$ cat src/rtl/core/fxa_pkg.sv
// fixed_point_alu package: opcodes, status codes and the pipeline carry type
// no dependencies
`default_nettype none
package fxa_pkg;
  localparam logic [3:0] OP_ADD = 4'd0;
  localparam logic [3:0] OP_SUB = 4'd1;
  localparam logic [3:0] OP_MUL = 4'd2;
  localparam logic [3:0] OP_DIV = 4'd3;
  localparam logic [3:0] OP_GT  = 4'd4;
  localparam logic [3:0] OP_LT  = 4'd5;
  localparam logic [3:0] OP_GE  = 4'd6;
  localparam logic [3:0] OP_LE  = 4'd7;
  localparam logic [3:0] OP_EQ  = 4'd8;
  localparam logic [3:0] OP_NE  = 4'd9;
  localparam logic [3:0] OP_MIN = 4'd10;
  localparam logic [3:0] OP_MAX = 4'd11;
  localparam logic [3:0] OP_INC = 4'd12;
  localparam logic [3:0] OP_DEC = 4'd13;
  localparam logic [3:0] OP_FROM_INT = 4'd14;
  localparam logic [3:0] OP_TO_INT   = 4'd15;

  localparam logic [1:0] ST_OK  = 2'd0;
  localparam logic [1:0] ST_SAT = 2'd1;
  localparam logic [1:0] ST_DIV0 = 2'd2;

  localparam int NUM_BITS = 64;  // width of dividend magnitude register
  localparam int DEN_BITS = 34;  // twice the divisor magnitude, up to 2^32

  // per-stage divider carry
  typedef struct packed {
    logic                valid;
    logic                neg;
    logic [NUM_BITS-1:0] num;   // remaining dividend bits, shifted left
    logic [DEN_BITS:0]   rem;   // partial remainder
    logic [DEN_BITS-1:0] den;
    logic [NUM_BITS-1:0] quo;
  } div_cell_t;

  // side result carried alongside the divider
  typedef struct packed {
    logic        use_div;
    logic        div0;
    logic [31:0] result;
    logic        cmp;
    logic [1:0]  status;
  } side_t;
endpackage
`default_nettype wire

$ cat src/rtl/core/fxa_div_cell.sv
// fixed_point_alu divider cell: one restoring quotient bit per cycle
// depends on fxa_pkg
`default_nettype none
module fxa_div_cell (
  input  wire logic              clk,
  input  wire logic              rst,
  input  wire fxa_pkg::div_cell_t cin,
  input  wire fxa_pkg::side_t     sin,
  output fxa_pkg::div_cell_t      cout,
  output fxa_pkg::side_t          sout
);
  fxa_pkg::div_cell_t nxt;
  logic [fxa_pkg::DEN_BITS:0] trial;
  logic [fxa_pkg::DEN_BITS+1:0] diff;

  always_comb begin
    trial = {cin.rem[fxa_pkg::DEN_BITS-1:0], cin.num[fxa_pkg::NUM_BITS-1]};
    diff  = {1'b0, trial} - {2'b00, cin.den};
    nxt = cin;
    nxt.num = {cin.num[fxa_pkg::NUM_BITS-2:0], 1'b0};
    if (!diff[fxa_pkg::DEN_BITS+1]) begin
      nxt.rem = diff[fxa_pkg::DEN_BITS:0];
      nxt.quo = {cin.quo[fxa_pkg::NUM_BITS-2:0], 1'b1};
    end else begin
      nxt.rem = trial;
      nxt.quo = {cin.quo[fxa_pkg::NUM_BITS-2:0], 1'b0};
    end
  end

  always_ff @(posedge clk) begin
    if (rst) begin
      cout.valid <= 1'b0;
    end else begin
      cout.valid <= cin.valid;
    end
    cout.neg <= nxt.neg;
    cout.num <= nxt.num;
    cout.rem <= nxt.rem;
    cout.den <= nxt.den;
    cout.quo <= nxt.quo;
    sout     <= sin;
  end
endmodule
`default_nettype wire
$ cat config.mk
export PLATFORM = sky130hd
export DESIGN_NAME = fxa_div_cell
export DESIGN_NICKNAME = d
export VERILOG_FILES = /design/src/rtl/core/fxa_pkg.sv /design/src/rtl/core/fxa_div_cell.sv
export SDC_FILE = /design/constraint.sdc
export NUM_CORES = 1
export LEC_CHECK = 0
export BUFFER_PORTS_ARGS = -buffer_cell sky130_fd_sc_hd__clkbuf_2
export CAP_MARGIN = 15
export CORE_AREA = 3 3 181 183
export CTS_BUF_LIST = sky130_fd_sc_hd__clkbuf_4 sky130_fd_sc_hd__clkbuf_8 sky130_fd_sc_hd__clkbuf_16
export DETAILED_ROUTE_END_ITERATION = 10
export DIE_AREA = 0 0 184 186
export HOLD_SLACK_MARGIN = 0.02
export MAX_ROUTING_LAYER = met4
export PLACE_DENSITY_LB_ADDON = 0.05
export SLEW_MARGIN = 0
export SYNTH_ARGS = -nofsm -noshare
export SYNTH_HDL_FRONTEND = slang
export SYNTH_SLANG_ARGS = --single-unit
$ cat constraint.sdc
create_clock -name clk -period 3.77 [get_ports clk]
set_input_delay 0.754 -clock clk [delete_from_list [all_inputs] [get_ports clk]]
set_output_delay 0.754 -clock clk [all_outputs]
set_load 0.005 [all_outputs]
==> results of run 1 <==
## cell type report
type | count | area, µm²
fillers | 3305 | 20510
inverters | 40 | 157.7
repair buffers | 477 | 2405
flip-flops and latches | 235 | 4705
clock inverters | 6 | 35.03
diodes | 4 | 10.01
clock buffers | 39 | 809.5
multi-input cells | 279 | 2253
well taps | 402 | 503.0
## metrics by stage
stage	power, µW	area [µm²]	util	worst slack, ps
after floorplan	3230	7256	-	737.6
after global placement	3683	10020	0.3193	231.3
after detailed placement	3678	10020	0.3193	201.9
after CTS	6210	10870	0.3462	771.7
after global routing	6389	10880	0.3465	521.6
final	6067	10880	0.3465	841.7
## logic make-up after synthesis
group	Yosys count
adders and majority gates	35
buffers and inverters	54
other	1
muxes	32
xor gates and xnor gates	28
DFF	235
AOI/OAI and AO/OA	102
and+or+nand+nor	81
## flip-flops by register name, indices dropped and copies added, names as in the netlist
signal,flops
sout,37
cout,198
## power breakdown
part	switching, µW	internal (µW)
sequential	48.6	2680
combinational	413	457
clock	994	1470
## worst paths after layout
| path | to | slack [ps] | cells after the start |
|---|---|---|---|
| hold / removal | cout[8]$_DFF_P_ | 340 | 1 |
| setup / recovery | cout[120]$_DFF_P_ | 840 | 13 |
## synth_stat cells, types with 2 or more instances
master,count
a21o_1,13
a21boi_0,4
and3_1,5
and2_1,3
a31oi_1,3
nor3_1,5
a21oi_1,30
nand2_1,21
buf_12,3
o22ai_1,5
ha_1,34
buf_2,3
nor2_1,17
mux2_4,28
buf_6,3
a31o_2,2
or2_2,2
o21bai_1,2
xor2_1,11
mux2_2,3
o211ai_1,5
xnor2_1,17
a211oi_1,5
inv_1,39
o21ai_0,14
buf_4,3
nor2b_1,4
nand3_1,6
nand4_1,7
dfxtp_1,235
o21a_1,7
## layer usage
layer | global-route usage | up-vias | share of wire
met5 | - | - | 0
met4 | 0.03477 | 0 | 0.020
met3 | 0.05179 | 34 | 0.091
met2 | 0.2596 | 237 | 0.51
met1 | 0.1564 | 2538 | 0.37
li1 | - | 2916 | -
==> impl_results.md, run 1 <==
- Run status: complete, no violations
- Arr. time, crit path: 3330 ps
- Routed Antenna Nets: 0
- Layout cells sized above 1: 0.5279
- Setup crit start kind: input port
- Setup Crit Path Kind: input port to register
- Starting density of the core: 0.2311
- Area leader, netlist: dfxtp_1
- FP Rows: 65
- Synth Area in Adders: 0.06139
- Max cap viols: 0
- Setup TNS: 0 ps
- Synth Area in Compound Gates: 0.09277
- Resized cells post-CTS: 0
- Root Buffer: clkbuf_16
- All-layer global routing usage: 0.1461
- Clock transition at the registers of the reported paths: 60 ps
- Unrepaired setup endpoints after global routing: no
- Part of the Yosys area used for sequential elements: 0.6484
- Setup Buffers After CTS: 0
- Yosys reg bits: 235
- Peak supply drop: 0.0002865 V
- Syn_nets: 841
- Starting DRT DRC Count: 135
- Synth cell types: 60
- # port buffers: 470
- Slowest stage delay, CP: 420 ps
- Slowest CP cell: fa_1
- Main combinational cell family by area after synthesis: compound AO/OA/AOI/OAI gates
- Gpl congestion: 0.7451
- Total global routing overflow: 0
- Vias per inst: 3.863
- CP Capture Type: register
- CTS tree: done
- DRT Pass-1 Iters: 4
- Post-Synth XOR/XNOR Area: 0.03380
- Number of buffers created by CTS: 26
- Vias in the first global route: 5,620
- Largest net degree at the start of global routing: 33
- Cell Area, Synth: 7256 µm²
- Final hold slack: 335.4 ps
- EDFF count, synth: 0
- Hold Buf Count CTS: 0
- Worst Path Required: 4170 ps
- Die width: 184 µm
- Residual DRC count: 0
- Detailed placement HPWL: 22,310 µm
- CP Launch Point: cin[196]
- Final hold vios: 0
- Buffer and inverter count on the worst path: 3
- # H-tree levels: 1
- PwrDens: 557.7 nW/µm²
- Synth warn: 0
- Placed insts: 1,433
- Via count: 5,725
- Clk sinks: 235
- Top post-synthesis cells by area: dfxtp_1 (65%), ha_1 (5.9%), mux2_4 (5.8%), a21oi_1 (2.1%), xnor2_1 (2.1%)
- Synth Instances: 568
- Final net count: 1,332
- Die area: 34,220 µm²
- Tcrit/Tclk final: 0.7767
- Die H: 186 µm
- Final wirelength: 26,470 µm
- Max Root-Sink Buffers: 3
- Top Family by Delay on Critical Path: compound AO/OA/AOI/OAI gates
- Routed len/inst: 17.86 µm
- Slew Limit Fails: 0
- Synth top area share: 0.6484
- Final Instance Count excl. Fillers: 1,482
- Most frequent cells in the layout: clkbuf_2 (470), dfxtp_1 (235), inv_1 (39), ha_1 (34), a21oi_1 (30)
- Critical-path cell list: clkbuf_2 > inv_1 > ha_1 > inv_1 > fa_1 > a211oi_1 > o21ai_0 > o211ai_1 > nand2_1 > a31oi_1 > o21ai_0 > xor2_1 > mux2_4
- Post-synth top flop: dfxtp_1
- Critical hold path startpoint: cin[7]
- IO Pins: 474
- Mux contribution to synthesized area: 0.06398
- Pleak: 0.005661 µW
- Number of antenna violations at the first check in global routing: 4
- Async set-reset flop share out of synthesis: 0
- Avg Cell Area, Syn: 12.77 µm²
- Global-route wire length before repair: 36,780 µm
- Fin crit period: 2928 ps
- Simple-Gate Fraction of Synth Area: 0.05811
- Fmax: 341.5 MHz
- CP Max Fanout: 3
- Endpoints failing setup: 0
- Total core area: 31,390 µm²
- Area grow syn2layout: 49.92%
- Worst Hold Class: input port to register
- Commonest non-fill, non-tap cell in the layout: clkbuf_2
No activity file was read; power rests on OpenSTA's default activity.
==> inputs of run 2 (changes only) <==
==> constraint.sdc (replaced) <==
create_clock -name clk -period 2.9 [get_ports clk]
set_input_delay 0.58 -clock clk [delete_from_list [all_inputs] [get_ports clk]]
set_output_delay 0.58 -clock clk [all_outputs]
set_load 0.005 [all_outputs]
==> run 2 against run 1 <==
Compared with the run above: cell count grew 4.5%; flip-flop and latch count is the same; highest routed layer unchanged; sequential share of layout area shrank 2.4 points; combinational power grew 44%; critical endpoint unchanged; clock power grew 48%; sequential power grew 30%; clock-buffer cell count shrank 3.
==> impl_results.md, run 2 (synthesis results as in run 1) <==
- Run status: complete, no violations
- Hold Buf Count CTS: 0 (unchanged)
- Die H: 186 µm (unchanged)
- Number of buffers created by CTS: 26 (unchanged)
- Fmax: 379.6 MHz
- # H-tree levels: 1 (unchanged)
- Vias per inst: 3.819 (-1.1%)
- Routed len/inst: 17.01 µm (-4.8%)
- Worst Hold Class: input port to register
- Top reg by flops: cout
- Die width: 184 µm (unchanged)
- Slew Limit Fails: 0 (unchanged)
- Top sig layer: met4
- Max cap viols: 0 (unchanged)
- Largest net degree at the start of global routing: 14 (-58%)
- Starting DRT DRC Count: 133 (-1.5%)
- Layout cells sized above 1: 0.5552 (+0.02729)
- CP Launch Point: cin[196]
- CP Max Fanout: 3 (unchanged)
- Residual DRC count: 0 (unchanged)
- Final core utilization: 0.3666 (+0.02013)
- Area grow syn2layout: 58.63%
- Vias in the first global route: 5,950 (+5.9%)
- Die area: 34,220 µm² (unchanged)
- Global-route wire length before repair: 36,980 µm (+0.53%)
- Resized cells post-CTS: 0 (unchanged)
- Detailed placement HPWL: 22,430 µm (+0.53%)
- IO Pins: 474 (unchanged)
- Final Power: 8451 µW (+39%)
- Worst Path Required: 3300 ps (-870 ps)
- Metal2 WL: 13,660 µm (+0.22%)
- FP Rows: 65 (unchanged)
- PwrDens: 734.2 nW/µm² (+32%)
- Final hold vios: 0 (unchanged)
- Via count: 5,916 (+3.3%)
- Largest register FFs: 198 (unchanged)
- Starting density of the core: 0.2311 (unchanged)
- Pleak: 0.006035 µW (+6.6%)
- Endpoints failing setup: 0 (unchanged)
- Commonest non-fill, non-tap cell in the layout: clkbuf_2
- Gpl congestion: 0.7281 (-2.3%)
- Unrepaired setup endpoints after global routing: no
- Met1 wire length: 9893 µm (about the same)
- DRT Pass-1 Iters: 4 (unchanged)
- # port buffers: 470 (unchanged)
- Final wirelength: 26,350 µm (-0.46%)
- Slowest stage delay, CP: 400 ps (-20 ps)
- CTS tree: done
- Final net count: 1,395 (+4.7%)
- Setup Buffers After CTS: 0 (unchanged)
- All-layer global routing usage: 0.1463 (about the same)
- Setup slack after layout: 265.8 ps (-575.9 ps)
- Met3 WL post-DR: 2387 µm (-1.4%)
- Tcrit/Tclk final: 0.9083
- Total global routing overflow: 0 (unchanged)
- Worst Setup EP: cout[120]$_DFF_P_
- Clk sinks: 235 (unchanged)
- Most frequent cells in the layout: clkbuf_2 (470), dfxtp_1 (235), buf_4 (68), inv_1 (39), ha_1 (34)
- Root Buffer: clkbuf_16
- Setup Crit Path Kind: input port to register
- Largest registers: cout x198, sout x37
- Setup crit start kind: input port
- Total core area: 31,390 µm² (unchanged)
- Final hold slack: 149.9 ps (-185.5 ps)
- Post-place setup slack: -320.0 ps (-521.9 ps)
- Post-route design area: 11,510 µm² (+5.8%)
- Number of antenna violations at the first check in global routing: 5 (+1)
- Peak supply drop: 0.0004188 V (+46%)
- Fin crit period: 2634 ps
- Arr. time, crit path: 3040 ps (-290 ps)
- Max Root-Sink Buffers: 3 (unchanged)
- Critical-path cell list: clkbuf_2 > inv_1 > ha_1 > inv_1 > fa_1 > a211oi_1 > o21ai_0 > o211ai_1 > nand2_1 > a31oi_1 > o21ai_0 > xor2_1 > mux2_4
- Placed inst area: 10,520 µm² (+5.0%)
- Slowest CP cell: fa_1
- Routed Antenna Nets: 0 (unchanged)
- CP Capture Type: register
- Clock transition at the registers of the reported paths: 60 ps (about the same)
-- run 2: metrics by stage --
step | TNS [ps] | cells
4_1_cts | 0 | 1544
3_3_place_gp | -6956 | 1496
3_5_place_dp | -8023 | 1496
5_1_grt | 0 | 1549
6_report | 0 | 1549
2_1_floorplan | 0 | 568
-- run 2: how the worst min path moves through the flow --
stage / start / end / slack (ps) / depth (start not counted)
CTS: cin[1] / cout[2]$_DFF_P_ / 110 / 1
finish: cin[23] / cout[24]$_DFF_P_ / 150 / 1
detailed placement: cin[28] / cout[29]$_DFF_P_ / 680 / 1
global placement: sin[34] / sout[34]$_DFF_P_ / 680 / 1
global route: cin[169] / cout[170]$_DFF_P_ / 110 / 1
floorplan: cin[9] / cout[10]$_DFF_P_ / 610 / 0
-- run 2: worst max-delay path, delay by kind of cell --
kind                       cells  cell delay, ps
adders and majority gates      2             570
AOI/OAI and AO/OA              5            1150
and+or+nand+nor                1             120
buffers and inverters          3             200
muxes                          1             260
xor gates and xnor gates       1             160
-- run 2: layer usage --
layer | global-route usage | vias up
met1 | 0.1524 | 2602
met4 | 0.03326 | 0
met2 | 0.2639 | 231
met5 | - | -
met3 | 0.05413 | 26
li1 | - | 3057
-- run 2: area by class of cell --
class / count / area (µm²)
repair buffers: 540 / 2903
clock buffers: 36 / 780.7
well taps: 402 / 503.0
inverters: 40 / 157.7
fillers: 3217 / 19880
clock inverters: 12 / 195.2
flip-flops and latches: 235 / 4705
diodes: 5 / 12.51
multi-input cells: 279 / 2253
-- run 2: where the power goes --
| part | internal (µW) | switching [µW] |
|---|---|---|
| Combinational | 689 | 557 |
| Sequential | 3480 | 61.6 |
| Clock | 2320 | 1330 |
==> inputs of run 3 (changes only) <==
--- a/config.mk
+++ b/config.mk
@@ -11,9 +11,10 @@
 export CTS_BUF_LIST = sky130_fd_sc_hd__clkbuf_4 sky130_fd_sc_hd__clkbuf_8 sky130_fd_sc_hd__clkbuf_16
 export DETAILED_ROUTE_END_ITERATION = 10
 export DIE_AREA = 0 0 184 186
-export HOLD_SLACK_MARGIN = 0.02
+export HOLD_SLACK_MARGIN = 0.06
 export MAX_ROUTING_LAYER = met4
 export PLACE_DENSITY_LB_ADDON = 0.05
+export RECOVER_POWER = 50
 export SLEW_MARGIN = 0
 export SYNTH_ARGS = -nofsm -noshare
 export SYNTH_HDL_FRONTEND = slang
==> run 3 against run 2 <==
Compared with the run above: worst setup slack is essentially flat; cell count unchanged; routed wire length rose by 0.22%; critical path depth did not move; utilization shrank 0.20 points; clock power is essentially flat; die area unchanged; largest power group unchanged.
==> impl_results.md, run 3 (synthesis results as in run 1) <==
- Routed Antenna Nets: 0 (unchanged)
- Starting DRT DRC Count: 145 (+9.0%)
- Clock transition at the registers of the reported paths: 60 ps (about the same)
- Max Root-Sink Buffers: 3 (unchanged)
- Clk sinks: 235 (unchanged)
- Number of buffers created by CTS: 26 (unchanged)
- Final net count: 1,395 (unchanged)
- Starting density of the core: 0.2311 (unchanged)
- Largest register FFs: 198 (unchanged)
- Post-place setup slack: -320.0 ps (unchanged)
- Buffer and inverter count on the worst path: 3 (unchanged)
- Worst Path Required: 3300 ps (about the same)
- Resized cells post-CTS: 0 (unchanged)
- Tcrit/Tclk final: 0.9084 (about the same)
- Setup crit start kind: input port
- Setup Buffers After CTS: 0 (unchanged)
- Layout cells sized above 1: 0.5114 (-0.04378)
- Number of antenna violations at the first check in global routing: 5 (unchanged)
- Die area: 34,220 µm² (unchanged)
- Unrepaired setup endpoints after global routing: no
- CTS tree: done
- Largest net degree at the start of global routing: 14 (unchanged)
- Slew Limit Fails: 0 (unchanged)
- CP Max Fanout: 3 (unchanged)
- Detailed placement HPWL: 22,430 µm (unchanged)
- Area grow syn2layout: 57.77%
- Global-route wire length before repair: 36,980 µm (unchanged)
- Setup Crit Path Kind: input port to register
- Total global routing overflow: 0 (unchanged)
- Setup slack after layout: 265.7 ps (-0.1280 ps)
- Slowest CP cell: fa_1
- IO Pins: 474 (unchanged)
- Max cap viols: 0 (unchanged)
- Pleak: 0.005886 µW (-2.5%)
- Fmax: 379.6 MHz (about the same)
- Die width: 184 µm (unchanged)
- Vias per inst: 3.819 (about the same)
- Endpoints failing setup: 0 (unchanged)
- Most frequent cells in the layout: clkbuf_2 (420), dfxtp_1 (235), buf_4 (67), clkbuf_1 (49), inv_1 (39)
- Top reg by flops: cout
- Root Buffer: clkbuf_16
- Arr. time, crit path: 3040 ps (about the same)
- Largest registers: cout x198, sout x37
- # port buffers: 470 (unchanged)
- Setup TNS: 0 ps (unchanged)
- Vias in the first global route: 5,950 (unchanged)
- Final wirelength: 26,410 µm (+0.22%)
- Fin crit period: 2634 ps (+0.1280 ps)
- PwrDens: 738.0 nW/µm² (+0.52%)
- All-layer global routing usage: 0.1463 (unchanged)
- Routed len/inst: 17.05 µm (+0.22%)
- Via count: 5,915 (-0.017%)
- Final hold slack: 149.1 ps (-0.7910 ps)
- CP Capture Type: register
- FP Rows: 65 (unchanged)
- Gpl congestion: 0.7281 (unchanged)
- Commonest non-fill, non-tap cell in the layout: clkbuf_2
- Final core utilization: 0.3646 (-0.001993)
- Die H: 186 µm (unchanged)
- DRT Pass-1 Iters: 4 (unchanged)
- Slowest stage delay, CP: 400 ps (about the same)
- Final hold vios: 0 (unchanged)
- Critical-path cell list: clkbuf_2 > inv_1 > ha_1 > inv_1 > fa_1 > a211oi_1 > o21ai_0 > o211ai_1 > nand2_1 > a31oi_1 > o21ai_0 > xor2_1 > mux2_4
- Worst Hold Class: input port to register
- Peak supply drop: 0.0004193 V (+0.14%)
- Total core area: 31,390 µm² (unchanged)
- Residual DRC count: 0 (unchanged)
- Hold Buf Count CTS: 0 (unchanged)
- Run status: complete, no violations
- # H-tree levels: 1 (unchanged)
- Top Family by Delay on Critical Path: compound AO/OA/AOI/OAI gates
==> run 3: cell types whose count changed in the layout (fill, tap and decap cells not counted) <==
cell and delta:
buf_1 +1, buf_4 -1, clkbuf_1 +49, clkbuf_2 -50, clkbuf_4 +1
==> run 3: where the power goes <==
| part | total (µW) | internal (µW) | switching [µW] | leakage [µW] |
|---|---|---|---|---|
| clock network | 3670 | 2320 | 1340 | 0.000484 |
| logic | 1240 | 679 | 558 | 0.00342 |
| registers | 3550 | 3480 | 61.7 | 0.00198 |
| total | 8450 | 6490 | 1960 | 0.00589 |
==> run 3: layout make-up <==
cell class	count	area, µm²
Tap cell	402	503.0
Antenna cell	5	12.51
Inverter	40	157.7
Sequential cell	235	4705
Clock inverter	12	195.2
Multi-Input combinational cell	279	2253
Fill cell	3236	19950
Clock buffer	36	780.7
Timing Repair Buffer	540	2840
==> run 3: metrics by stage <==
step                      power [µW]  instances  instance area (µm²)
after floorplan                 4199        568                 7256
after global placement          4903       1496                10520
after detailed placement        4894       1496                10520
after CTS                       8636       1544                11500
after global routing            8888       1549                11450
final                           8448       1549                11450
==> run 3: routing by layer <==
layer | up-vias | part of all wire | wire length [µm] | global-route usage
met5 | - | 0 | 0 | -
met4 | 0 | 0.017 | 442 | 0.03326
met3 | 29 | 0.088 | 2321 | 0.05413
met2 | 229 | 0.52 | 13640 | 0.2639
met1 | 2599 | 0.38 | 9999 | 0.1524
li1 | 3058 | - | - | -
==> run 3: path summary, 6_finish.rpt <==
kind | start | cells past startpoint | slack [ps] | endpoint
setup / recovery | cin[196] | 13 | 270 | cout[120]$_DFF_P_
hold / removal | cin[23] | 1 | 150 | cout[24]$_DFF_P_
